**src/hw/rtl/assert_macros.svh**
```systemverilog
// ----------------------------------------------------------------------------
// assert_macros.svh
// Clocked assertion helpers for the RTL.
// ----------------------------------------------------------------------------
`ifndef ASSERT_MACROS_SVH
`define ASSERT_MACROS_SVH

// Property checked at every clock edge outside reset.
`define ASSERT_CLK(label, prop, msg) \
    label: assert property (@(posedge clk) disable iff (!rst_n) (prop)) \
        else $error(msg);

// Condition that must never be true outside reset.
`define ASSERT_NEVER(label, cond, msg) \
    label: assert property (@(posedge clk) disable iff (!rst_n) !(cond)) \
        else $error(msg);

`endif

```
**src/hw/rtl/ffba_pkg.sv**
```systemverilog
// ----------------------------------------------------------------------------
// ffba_pkg
// Types and constants of the first-fit block allocator.
// ----------------------------------------------------------------------------
package ffba_pkg;

    localparam int ADDR_BITS      = 16;
    localparam int SIZE_BITS      = 16;
    localparam int HEADER_BYTES   = 16;
    localparam int MAX_BLOCKS_DEF = 16;
    localparam int END_BITS       = ADDR_BITS + 1;
    localparam int PADDR_BITS     = 3;

    localparam logic CMD_ALLOC = 1'b0;
    localparam logic CMD_FREE  = 1'b1;

    localparam logic REG_HEAP_BASE = 1'b0;

    typedef enum logic [1:0] {
        ST_OK      = 2'd0,
        ST_REFUSED = 2'd1,
        ST_UNKNOWN = 2'd2
    } status_t;

    typedef enum logic [1:0] {
        S_IDLE,
        S_SCAN,
        S_FINISH
    } state_t;

    // search token handed from cell to cell
    typedef struct packed {
        logic                 live;
        logic                 found;
        logic [ADDR_BITS-1:0] addr;
        logic [END_BITS-1:0]  last_end;   // msb set: end of last block overflowed
    } tok_t;

endpackage

```
**src/hw/rtl/first_fit_block_allocator_top.sv**
```systemverilog
// ----------------------------------------------------------------------------
// first_fit_block_allocator_top
// First-fit heap block allocator built as a chain of table cells.
// ----------------------------------------------------------------------------
// Input channel (in_valid/in_ready): cmd, req_size, release_addr. One beat
// is one allocate or free request. Output channel (out_valid/out_ready):
// result_addr and status, exactly one beat per request, in order.
// An allocate of nonzero size or a free of a nonzero address sends a search
// token down the row of MAX_BLOCKS cells, one cell per cycle; the first cell
// that fits (allocate) or matches (free) claims it. Zero size and null free
// skip the search. One request is in flight at a time; the next is taken in
// the cycle after the result is registered.
// The result sits in an output register; a stalled receiver holds it while
// the next request is accepted and searched, and that request waits for
// the register to free before finishing.
// Reset empties the table and clears heap_base; no clearing pass is needed.
// User must write heap_base (APB port, address 0) only while idle; unchecked.
// ----------------------------------------------------------------------------
`include "assert_macros.svh"

module first_fit_block_allocator_top #(
    parameter int MAX_BLOCKS = ffba_pkg::MAX_BLOCKS_DEF
) (
    input  logic                            clk,
    input  logic                            rst_n,
    input  logic                            in_valid,
    output logic                            in_ready,
    input  logic                            cmd,
    input  logic [ffba_pkg::SIZE_BITS-1:0]  req_size,
    input  logic [ffba_pkg::ADDR_BITS-1:0]  release_addr,
    output logic                            out_valid,
    input  logic                            out_ready,
    output logic [ffba_pkg::ADDR_BITS-1:0]  result_addr,
    output logic [1:0]                      status,
    input  logic                            psel,
    input  logic                            penable,
    input  logic                            pwrite,
    input  logic [ffba_pkg::PADDR_BITS-1:0] paddr,
    input  logic [31:0]                     pwdata,
    output logic [31:0]                     prdata,
    output logic                            pready
);
    import ffba_pkg::*;

    localparam int CW = $clog2(MAX_BLOCKS + 1);
    localparam int SW = ADDR_BITS + 2;

    state_t               state_reg, state_next;
    logic [CW-1:0]        count_reg, count_next;
    logic [ADDR_BITS-1:0] heap_base_reg;
    logic                 cmd_reg;
    logic [SIZE_BITS-1:0] size_reg;
    logic [ADDR_BITS-1:0] rel_reg;
    logic                 launch_reg, launch_next;
    tok_t                 res_reg;
    logic                 out_valid_reg, out_valid_next;
    logic [ADDR_BITS-1:0] result_addr_reg, result_addr_next;
    status_t              status_reg, status_next;

    tok_t                 tok [MAX_BLOCKS+1];
    logic [MAX_BLOCKS-1:0] live_vec;
    logic                 accept;
    logic                 quick;
    logic                 finish;
    logic                 append;
    logic [END_BITS-1:0]  start;
    logic [SW-1:0]        data_sum;
    logic                 load_req;
    logic                 capture;

    assign accept = in_valid && in_ready;
    assign quick  = (cmd == CMD_ALLOC) ? (req_size == '0) : (release_addr == '0);

    assign tok[0] = '{live: launch_reg, found: 1'b0, addr: '0, last_end: '0};

    for (genvar i = 0; i < MAX_BLOCKS; i++)
    begin : g_cell
        ffba_cell u_cell (
            .clk       (clk),
            .rst_n     (rst_n),
            .is_alloc  (cmd_reg == CMD_ALLOC),
            .req_size  (size_reg),
            .rel_addr  (rel_reg),
            .ent_valid (CW'(i) < count_reg),
            .tok_in    (tok[i]),
            .tok_out   (tok[i+1]),
            .wr_en     (append && (count_reg == CW'(i))),
            .wr_addr   (data_sum[ADDR_BITS-1:0]),
            .wr_size   (size_reg)
        );
        assign live_vec[i] = tok[i+1].live;
    end

    always_comb
    begin
        start = (count_reg == '0) ? END_BITS'(heap_base_reg) : res_reg.last_end;
        data_sum = SW'(start) + SW'(HEADER_BYTES);
    end

    always_comb
    begin
        state_next       = state_reg;
        count_next       = count_reg;
        launch_next      = 1'b0;
        out_valid_next   = out_valid_reg;
        result_addr_next = result_addr_reg;
        status_next      = status_reg;
        in_ready         = 1'b0;
        load_req         = 1'b0;
        capture          = 1'b0;
        finish           = 1'b0;
        append           = 1'b0;

        if (out_valid_reg && out_ready)
            out_valid_next = 1'b0;

        case (state_reg)
            S_IDLE:
            begin
                in_ready = 1'b1;
                if (in_valid)
                begin
                    load_req    = 1'b1;
                    launch_next = !quick;
                    state_next  = quick ? S_FINISH : S_SCAN;
                end
            end
            S_SCAN:
            begin
                if (tok[MAX_BLOCKS].live)
                begin
                    capture    = 1'b1;
                    state_next = S_FINISH;
                end
            end
            S_FINISH:
            begin
                if (!out_valid_reg || out_ready)
                begin
                    finish           = 1'b1;
                    out_valid_next   = 1'b1;
                    result_addr_next = '0;
                    state_next       = S_IDLE;
                    if (cmd_reg == CMD_FREE)
                    begin
                        if (rel_reg == '0 || res_reg.found)
                            status_next = ST_OK;
                        else
                            status_next = ST_UNKNOWN;
                    end
                    else if (size_reg == '0)
                        status_next = ST_REFUSED;
                    else if (res_reg.found)
                    begin
                        status_next      = ST_OK;
                        result_addr_next = res_reg.addr;
                    end
                    else if (count_reg == CW'(MAX_BLOCKS) || start[ADDR_BITS]
                             || data_sum[SW-1:ADDR_BITS] != '0)
                        status_next = ST_REFUSED;
                    else
                    begin
                        append           = 1'b1;
                        count_next       = count_reg + 1'b1;
                        status_next      = ST_OK;
                        result_addr_next = data_sum[ADDR_BITS-1:0];
                    end
                end
            end
            default:
            begin
                state_next = S_IDLE;
            end
        endcase
    end

    always_ff @(posedge clk or negedge rst_n)
    begin
        if (!rst_n)
        begin
            state_reg     <= S_IDLE;
            count_reg     <= '0;
            launch_reg    <= 1'b0;
            out_valid_reg <= 1'b0;
            heap_base_reg <= '0;
        end
        else
        begin
            state_reg     <= state_next;
            count_reg     <= count_next;
            launch_reg    <= launch_next;
            out_valid_reg <= out_valid_next;
            if (psel && penable && pwrite && pready && paddr[2] == REG_HEAP_BASE)
                heap_base_reg <= pwdata[ADDR_BITS-1:0];
        end
    end

    always_ff @(posedge clk)
    begin
        if (load_req)
        begin
            cmd_reg  <= cmd;
            size_reg <= req_size;
            rel_reg  <= release_addr;
        end
        if (capture)
            res_reg <= tok[MAX_BLOCKS];
        if (finish)
        begin
            result_addr_reg <= result_addr_next;
            status_reg      <= status_next;
        end
    end

    assign out_valid   = out_valid_reg;
    assign result_addr = result_addr_reg;
    assign status      = status_reg;
    assign pready      = 1'b1;
    assign prdata      = (paddr[2] == REG_HEAP_BASE) ? 32'(heap_base_reg) : '0;

    `ASSERT_NEVER(a_count_range, count_reg > CW'(MAX_BLOCKS), "entry count above table size")
    `ASSERT_CLK(a_count_only_finish, state_reg != S_FINISH |=> $stable(count_reg), "count moved outside finish")
    `ASSERT_CLK(a_one_token, $onehot0(live_vec), "more than one search token in the chain")
    `ASSERT_CLK(a_out_from_finish, $rose(out_valid_reg) |-> $past(state_reg == S_FINISH), "result without finish")
    `ASSERT_CLK(a_no_accept_busy, accept |=> state_reg != S_IDLE, "request accepted but block stayed idle")

endmodule

```
**src/hw/rtl/ffba_cell.sv**
```systemverilog
// ----------------------------------------------------------------------------
// ffba_cell
// One table entry: holds address, size and used mark, and updates the
// search token as it passes.
// ----------------------------------------------------------------------------
module ffba_cell (
    input  logic                           clk,
    input  logic                           rst_n,
    input  logic                           is_alloc,
    input  logic [ffba_pkg::SIZE_BITS-1:0] req_size,
    input  logic [ffba_pkg::ADDR_BITS-1:0] rel_addr,
    input  logic                           ent_valid,
    input  ffba_pkg::tok_t                 tok_in,
    output ffba_pkg::tok_t                 tok_out,
    input  logic                           wr_en,
    input  logic [ffba_pkg::ADDR_BITS-1:0] wr_addr,
    input  logic [ffba_pkg::SIZE_BITS-1:0] wr_size
);
    import ffba_pkg::*;

    logic [ADDR_BITS-1:0] addr_reg;
    logic [SIZE_BITS-1:0] size_reg;
    logic                 used_reg;
    tok_t                 tok_reg;
    tok_t                 tok_next;
    logic                 hit;

    always_comb
    begin
        tok_next = tok_in;
        hit      = 1'b0;
        if (tok_in.live && ent_valid)
        begin
            tok_next.last_end = END_BITS'(addr_reg) + END_BITS'(size_reg);
            if (!tok_in.found)
            begin
                if (is_alloc)
                    hit = !used_reg && (size_reg >= req_size);
                else
                    hit = (addr_reg == rel_addr);
            end
        end
        if (hit)
        begin
            tok_next.found = 1'b1;
            tok_next.addr  = addr_reg;
        end
    end

    always_ff @(posedge clk or negedge rst_n)
    begin
        if (!rst_n)
            tok_reg <= '0;
        else
            tok_reg <= tok_next;
    end

    always_ff @(posedge clk)
    begin
        if (wr_en)
        begin
            addr_reg <= wr_addr;
            size_reg <= wr_size;
            used_reg <= 1'b1;
        end
        else if (hit)
        begin
            used_reg <= is_alloc;
        end
    end

    assign tok_out = tok_reg;

endmodule
```
**config.mk**
```make
export PLATFORM = sky130hd
export DESIGN_NAME = first_fit_block_allocator_top
export DESIGN_NICKNAME = d
export VERILOG_FILES = /design/src/hw/rtl/ffba_pkg.sv /design/src/hw/rtl/first_fit_block_allocator_top.sv /design/src/hw/rtl/ffba_cell.sv
export VERILOG_INCLUDE_DIRS = /design/src /design/src/hw/rtl
export SDC_FILE = /design/constraint.sdc
export NUM_CORES = 2
export LEC_CHECK = 0
export BUFFER_PORTS_ARGS = -buffer_cell sky130_fd_sc_hd__buf_2
export CAP_MARGIN = 15
export CELL_PAD_IN_SITES_DETAIL_PLACEMENT = 2
export CELL_PAD_IN_SITES_GLOBAL_PLACEMENT = 2
export CORE_MARGIN = 8
export CORE_UTILIZATION = 35
export CTS_BUF_LIST = sky130_fd_sc_hd__clkbuf_4
export CTS_CLUSTER_SIZE = 24
export DETAILED_ROUTE_END_ITERATION = 7
export PLACE_DENSITY = 0.68
export SYNTH_ARGS = -nofsm -noshare
export SYNTH_HDL_FRONTEND = slang
export SYNTH_SLANG_ARGS = --single-unit
```
**constraint.sdc**
```tcl
create_clock -name clk -period 6.56 [get_ports clk]
set_input_delay 1.312 -clock clk [delete_from_list [all_inputs] [get_ports clk]]
set_output_delay 1.312 -clock clk [all_outputs]
set_load 0.1 [all_outputs]
```
# After elaboration in Yosys (flattened, before gate mapping)
# Cells that the tools add are included.
[totals]
regBits = 1198
elab_cells = 414
[classes]
eq_ne = 37
reduce_logical = 85
n_addsub = 18
n_bitwise = 5
order_cmp = 32
n_mux = 112
[ops]
columns = ["cell", "n"]
rows = [
  ["2-to-1 mux 17 bit", 33],
  ["adder 16 x 16 -> 17 bit", 16],
  ["== test 16 bit", 16],
  ["greater-or-equal comparator 16 bit", 16],
  ["2-to-1 mux 1 bit", 69],
  ["zero test 16 bit", 4],
  ["logical AND 1 bit", 52],
  ["2-to-1 mux 16 bit", 3],
  ["== test 5 x 4 -> 1 bit, second input constant", 8],
  ["< comparator 4 x 5 -> 1 bit, first input constant", 8],
  ["== test 5 x 3 -> 1 bit, second input constant", 4],
  ["< comparator 3 x 5 -> 1 bit, first input constant", 4],
  ["adder 17 x 5 -> 18 bit, second input constant", 1],
  ["zero test 1 bit", 18],
  ["2-to-1 mux 2 bit", 6],
  ["== test 5 x 2 -> 1 bit, second input constant", 2],
  ["< comparator 1 x 5 -> 1 bit, first input constant", 2],
  ["< comparator 2 x 5 -> 1 bit, first input constant", 2],
  ["case mux 2 bit (3 select lines)", 1],
  ["AND reduction 3 bit", 2],
  ["AND reduction 6 bit", 1],
  ["adder 5 x 1 -> 5 bit, second input constant", 1],
  ["== test 5 x 1 -> 1 bit, second input constant", 1],
  ["== test 5 bit, second input constant", 1],
  ["10 further kinds", 18],
]

# Depth between registers and ports, before layout
[depth]
word_depth = 12
mapped_depth = 15

# Hierarchy
# A second synthesis with hierarchy kept.
[hier_totals]
cells_unflattened = 5486
hier_area_um2 = 64365.5
[by_module_without_submodules]
columns = ["module", "cells_per_inst", "area_per_inst_um2", "instances"]
rows = [
  ["ffba_cell at g_cell[0].u_cell ...", 319, 3706.1, 13],
  ["first_fit_block_allocator_top", 400, 5097.4, 1],
  ["ffba_cell at g_cell[9].u_cell", 319, 3737.3, 1],
  ["ffba_cell at g_cell[8].u_cell", 314, 3701.0, 1],
  ["ffba_cell at g_cell[7].u_cell", 306, 3651.0, 1],
]

# Worst setup path after synthesis
# No wires, ideal clock.
[synth_path]
kind = "reg-to-reg"
from = "register count_reg[1]"
to = "register g_cell[0].u_cell.addr_reg[0], enable pin"
period_less_slack_ns = 5.858
path_stages_with_launch = 14
setup_slack_ns = 0.702
t_arrival_ns = 5.395
n_path_buf = 3
setup_time_ns = 0.463
cell_sequence = "dfrtp_1 > buf_2 > inv_1 > ha_1 > nor4b_4 > buf_6 > buf_2 > mux2_2 > ha_1 > inv_1 > a2111oi_4 > a31o_4 > or4_4 > nor3_1"
[synth_between]
elab_chain_len = 12
[synth_rtl]
columns = ["item", "line_no", "rtl"]
rows = [
  ["start, declared", "first_fit_block_allocator_top.sv:49", "logic [CW-1:0] count_reg, count_next;"],
  ["start signal, assigned", "first_fit_block_allocator_top.sv:190", "count_reg <= count_next;"],
  ["zero test 5 bit", "first_fit_block_allocator_top.sv:87, first_fit_block_allocator_top.sv:96", ""],
  ["2-to-1 mux 17 bit", "first_fit_block_allocator_top.sv:96", "start = (count_reg == '0) ? END_BITS'(heap_base_reg) : res_reg.last_end;"],
  ["adder 17 x 5 -> 18 bit", "first_fit_block_allocator_top.sv:97", "data_sum = SW'(start) + SW'(HEADER_BYTES);"],
  ["nonzero test 2 bit", "first_fit_block_allocator_top.sv:159", "|| data_sum[SW-1:ADDR_BITS] != '0)"],
  ["logical OR 1 bit", "first_fit_block_allocator_top.sv:159", ""],
  ["2-to-1 mux 1 bit", "first_fit_block_allocator_top.sv:158", "else if (count_reg == CW'(MAX_BLOCKS) || start[ADDR_BITS]"],
  ["2-to-1 mux 1 bit", "first_fit_block_allocator_top.sv:153", "else if (res_reg.found)"],
  ["2-to-1 mux 1 bit", "first_fit_block_allocator_top.sv:151", "else if (size_reg == '0)"],
  ["2-to-1 mux 1 bit", "first_fit_block_allocator_top.sv:144", "if (cmd_reg == CMD_FREE)"],
  ["2-to-1 mux 1 bit", "first_fit_block_allocator_top.sv:138", "if (!out_valid_reg || out_ready)"],
  ["2-to-1 mux 1 bit", "first_fit_block_allocator_top.sv:117", "case (state_reg)"],
  ["logical AND 1 bit (*)", "first_fit_block_allocator_top.sv:87", ".wr_en (append && (count_reg == CW'(i))),"],
  ["net g_cell[0].u_cell.wr_en", "ffba_cell.sv:15", "input logic wr_en,"],
  ["end signal, assigned", "ffba_cell.sv:62", "addr_reg <= wr_addr;"],
  ["end, declared", "ffba_cell.sv:21", "logic [ADDR_BITS-1:0] addr_reg;"],
]
# The timed path passes the listed nets; every way through them passes the cells marked *.
# A chain may end at the register's enable or synchronous reset.

# Worst setup path after layout
[layout_path]
from = "register count_reg[1]"
to = "register g_cell[11].u_cell.size_reg[1], enable pin"
[layout_between]
elab_chain_len = 12
[layout_rtl]
columns = ["item", "line_no", "rtl"]
rows = [
  ["zero test 5 bit", "first_fit_block_allocator_top.sv:96", ""],
  ["2-to-1 mux 17 bit", "first_fit_block_allocator_top.sv:96", ""],
  ["adder 17 x 5 -> 18 bit", "first_fit_block_allocator_top.sv:97", ""],
  ["nonzero test 2 bit", "first_fit_block_allocator_top.sv:159", ""],
  ["logical OR 1 bit", "first_fit_block_allocator_top.sv:159", ""],
  ["2-to-1 mux 1 bit", "first_fit_block_allocator_top.sv:158", ""],
  ["2-to-1 mux 1 bit", "first_fit_block_allocator_top.sv:153", ""],
  ["2-to-1 mux 1 bit", "first_fit_block_allocator_top.sv:151", ""],
  ["2-to-1 mux 1 bit", "first_fit_block_allocator_top.sv:144", ""],
  ["2-to-1 mux 1 bit", "first_fit_block_allocator_top.sv:138", ""],
  ["2-to-1 mux 1 bit", "first_fit_block_allocator_top.sv:117", ""],
  ["logical AND 1 bit (*)", "first_fit_block_allocator_top.sv:87", ""],
  ["net g_cell[11].u_cell.wr_en", "ffba_cell.sv:15", ""],
  ["end signal, assigned", "ffba_cell.sv:63", "size_reg <= wr_size;"],
  ["end, declared", "ffba_cell.sv:22", "logic [SIZE_BITS-1:0] size_reg;"],
]
# Marks and branches as above.

==> flow_metrics.env <==
export IMPL_status="complete, no violations"
export IMPL_hp_start="release_addr[13]"
export IMPL_synthArstFlopShare=0.488
export IMPL_p_per_area_nw_per_um2=325
export IMPL_crit_arrival_ns=6.15
export IMPL_port_buffer_count=92
export IMPL_finalNetCount=5987
export IMPL_row_count=152
export IMPL_h_tree_level_count=5
export IMPL_grt_total_usage=0.245
export IMPL_synth_seq_area_share=0.544
export IMPL_power_static_leakage_nw=29.4
export IMPL_area_delta_synth_final_pct=13.8
export IMPL_clock_tree_root_cell="sky130_fd_sc_hd__clkbuf_4"
export IMPL_avgSynthCellArea_um2=12.2
export IMPL_most_common_library_cell_in_the_layout_ignoring_fill_and_taps="sky130_fd_sc_hd__edfxtp_1"
export IMPL_route_vias_total=43800
export IMPL_hold_class="input pin to flop"
export IMPL_timing_max_cap_violations=0
export IMPL_dr_pass1_iters=5
export IMPL_critical_path_endpoint_type="flop"
export IMPL_grt_antenna_before_repair=15
export IMPL_design_power_total_mw=22.3
export IMPL_clock_sinks=1198
export IMPL_wire_per_inst_um=29.3
export IMPL_synth_ff_latch_count=1198
export IMPL_setup_repair_after_global_routing_missed_its_margin="no"
export IMPL_grt_pass1_wl_um=335000
export IMPL_slew_violations=0
export IMPL_fraction_of_the_mapped_netlist_area_in_compound_gates=0.106
export IMPL_critical_path_class="flop to flop"
export IMPL_fin_crit_sh=0.801
export IMPL_synth_top_family_by_area="adder cells"
export IMPL_numCtsBuffers=349
export IMPL_die_height_um=431
export IMPL_finalCriticalPeriod_ns=5.25
export IMPL_timing_final_hold_violations=0
export IMPL_first_global_vias=48000
export IMPL_max_clock_freq_mhz=190
export IMPL_finish_instance_area_um2=68800
export IMPL_worst_skew_pair_late_latency_ns=1.32
export IMPL_netlist_instances=4940
export IMPL_post_detailed_route_count_of_antenna_violating_nets=0
export IMPL_synthDistinctLibCells=83
export IMPL_post_synth_mux_area_share=0.0566
export IMPL_worst_r2r_startpoint="count_reg[1]"
export IMPL_netlist_area_um2=60400
export IMPL_grt_start_max_net_pins=158
export IMPL_io_pins=128
export IMPL_irDropWorstVdd_mv=0.219
export IMPL_place_detailed_hpwl_um=164000
export IMPL_worst_ep_required_time_ns=7.46
export IMPL_setup_ws_ns=1.31
export IMPL_place_worst_setup_slack_ns=1.33
export IMPL_first_iter_violations=2913
export IMPL_via_per_inst=5.49
export IMPL_yosys_area_share_xor_xnor=0.0645
export IMPL_post_synth_and_or_nand_nor_area_fraction=0.0966
export IMPL_cts_clk_slew_worst_paths_ns=0.07
export IMPL_worst_slew_pin_transition_ns=1.23
export IMPL_critical_path_peak_fanout=32
export IMPL_finalClockSkew_ns=0.123
export IMPL_finalSetupViolations=0
export IMPL_floorplan_initialDensity=0.352
export IMPL_dpl_instance_area_um2=64300
export IMPL_route_final_wire_length_um=234000
export IMPL_yosysWarnings=0
export IMPL_number_of_flip_flops_in_the_largest_register=560
export IMPL_cts_tree="yes"
export IMPL_totalNegativeSetupSlack_ns=0
export IMPL_timing_slew_headroom=0.181
export IMPL_critical_path_startpoint="count_reg[1]"
export IMPL_post_route_cells_drive_above_1_share=0.200
export IMPL_ys_dominant_reg_cell="sky130_fd_sc_hd__edfxtp_1"
export IMPL_critPathLaunchType="flop"
export IMPL_grt_overflow_total=0
export IMPL_drt_drc_violations_left=0
export IMPL_synth_adder_area_share=0.112
export IMPL_most_used_cells_in_the_layout_excluding_fill_and_tap_cells="sky130_fd_sc_hd__edfxtp_1, sky130_fd_sc_hd__dfrtp_1, sky130_fd_sc_hd__clkbuf_4"
export IMPL_core_area_um2=172000
export IMPL_place_gp_congestion=0.872
export IMPL_design_die_area_um2=186000
export IMPL_cts_repair_timing_setup_buffer_count=0
export IMPL_synth_edff_count=597
export IMPL_max_root_sink_buffers=4
export IMPL_die_width_um=431
==> synth_stat cells (37+ instances only) <==
library cell | n | share of area
sky130_fd_sc_hd__nand2b_1 | 69 | 0.0071
sky130_fd_sc_hd__a21oi_1 | 218 | 0.018
sky130_fd_sc_hd__edfxtp_1 | 597 | 0.30
sky130_fd_sc_hd__a211oi_1 | 42 | 0.0052
sky130_fd_sc_hd__nand3_1 | 82 | 0.0068
sky130_fd_sc_hd__nor2b_1 | 58 | 0.0060
sky130_fd_sc_hd__xnor2_1 | 247 | 0.036
sky130_fd_sc_hd__buf_2 | 52 | 0.0043
sky130_fd_sc_hd__a31oi_1 | 37 | 0.0038
sky130_fd_sc_hd__nor3_1 | 101 | 0.0084
sky130_fd_sc_hd__inv_1 | 130 | 0.0081
sky130_fd_sc_hd__mux2_2 | 290 | 0.054
sky130_fd_sc_hd__nor2_1 | 198 | 0.012
sky130_fd_sc_hd__xor2_1 | 198 | 0.029
sky130_fd_sc_hd__o21ai_0 | 357 | 0.030
sky130_fd_sc_hd__a21o_1 | 117 | 0.015
sky130_fd_sc_hd__ha_1 | 516 | 0.11
sky130_fd_sc_hd__nand2_1 | 334 | 0.021
sky130_fd_sc_hd__nor4_1 | 52 | 0.0054
sky130_fd_sc_hd__and2_1 | 41 | 0.0042
sky130_fd_sc_hd__nand4_1 | 94 | 0.0097
sky130_fd_sc_hd__clkbuf_1 | 70 | 0.0043
sky130_fd_sc_hd__dfrtp_1 | 585 | 0.24
==> metal layers <==
layer,routed length [um],track usage,part of all wire
met5,13,0,0.000056
met4,9590,0.0975,0.041
met3,13200,0.0481,0.057
met2,112000,0.411,0.48
met1,98300,0.311,0.42
==> timing repair <==
action,4_1_cts,5_1_grt
hold endpoints to repair,59,0
hold buffers,1,0
resized for setup,0,0
==> report_power, final <==
| group | internal [mW] | switching (mW) | total, mW |
|---|---|---|---|
| Sequential | 9.34 | 0.672 | 10.0 |
| Clock | 3.71 | 3.47 | 7.18 |
| Combinational | 1.37 | 3.79 | 5.15 |
==> path summary, 6_finish.rpt <==
kind,slack (ns),endpoint,cells past startpoint
setup / recovery,1.31,g_cell[11].u_cell.size_reg[1],12
hold / removal,0.19,rel_reg[13],1
setup reg to reg,1.31,g_cell[11].u_cell.size_reg[1],12
hold reg to reg,0.36,res_reg[30],0
max in group asynchronous,4.51,g_cell[15].u_cell.tok_out[2],3
min in group asynchronous,0.61,g_cell[0].u_cell.tok_out[2],2
==> metrics by stage <==
stage / hold WS [ns] / utilization / cells
5_1_grt: 0.0781 / 0.401 / 7971
3_3_place_gp: 0.364 / 0.375 / 7338
2_1_floorplan: 0.348 / - / 4955
6_report: 0.189 / 0.401 / 7973
3_5_place_dp: 0.369 / 0.375 / 7338
4_1_cts: 0.0501 / 0.401 / 7963
==> kinds of logic (layout without fill, tap and decap cells) <==
logic type,Yosys count,in the layout
muxes,305,305
AOI/OAI and AO/OA,1027,1027
DFF,1198,1198
xor gates and xnor gates,445,445
adders and majority gates,532,532
and+or+nand+nor,1156,1156
buffers and inverters,275,973
other,2,27
==> layout make-up <==
| class | instances | area (um2) |
|---|---|---|
| diodes | 10 | 25.0 |
| clock inverters | 102 | 452 |
| fillers | 17800 | 103000 |
| inverters | 130 | 488 |
| repair buffers | 219 | 1480 |
| clock buffers | 522 | 3920 |
| multi-input cells | 3482 | 26600 |
| flip-flops and latches | 1198 | 32900 |
| well taps | 2310 | 2890 |
==> worst max-delay path: stages (launching register included) <==
cell	delay [ns]
sky130_fd_sc_hd__dfrtp_1	0.51
sky130_fd_sc_hd__inv_1	0.21
sky130_fd_sc_hd__ha_1	0.34
sky130_fd_sc_hd__nor4b_4	0.70
sky130_fd_sc_hd__buf_4	0.35
sky130_fd_sc_hd__mux2i_1	0.58
sky130_fd_sc_hd__a2111oi_4	0.15
sky130_fd_sc_hd__a31o_4	0.31
sky130_fd_sc_hd__or4_4	0.50
sky130_fd_sc_hd__nor2_1	0.16
sky130_fd_sc_hd__nand3b_1	0.36
sky130_fd_sc_hd__nor2_2	0.21
sky130_fd_sc_hd__buf_4	0.44
Note: power is estimated with default switching activity, not from simulation.
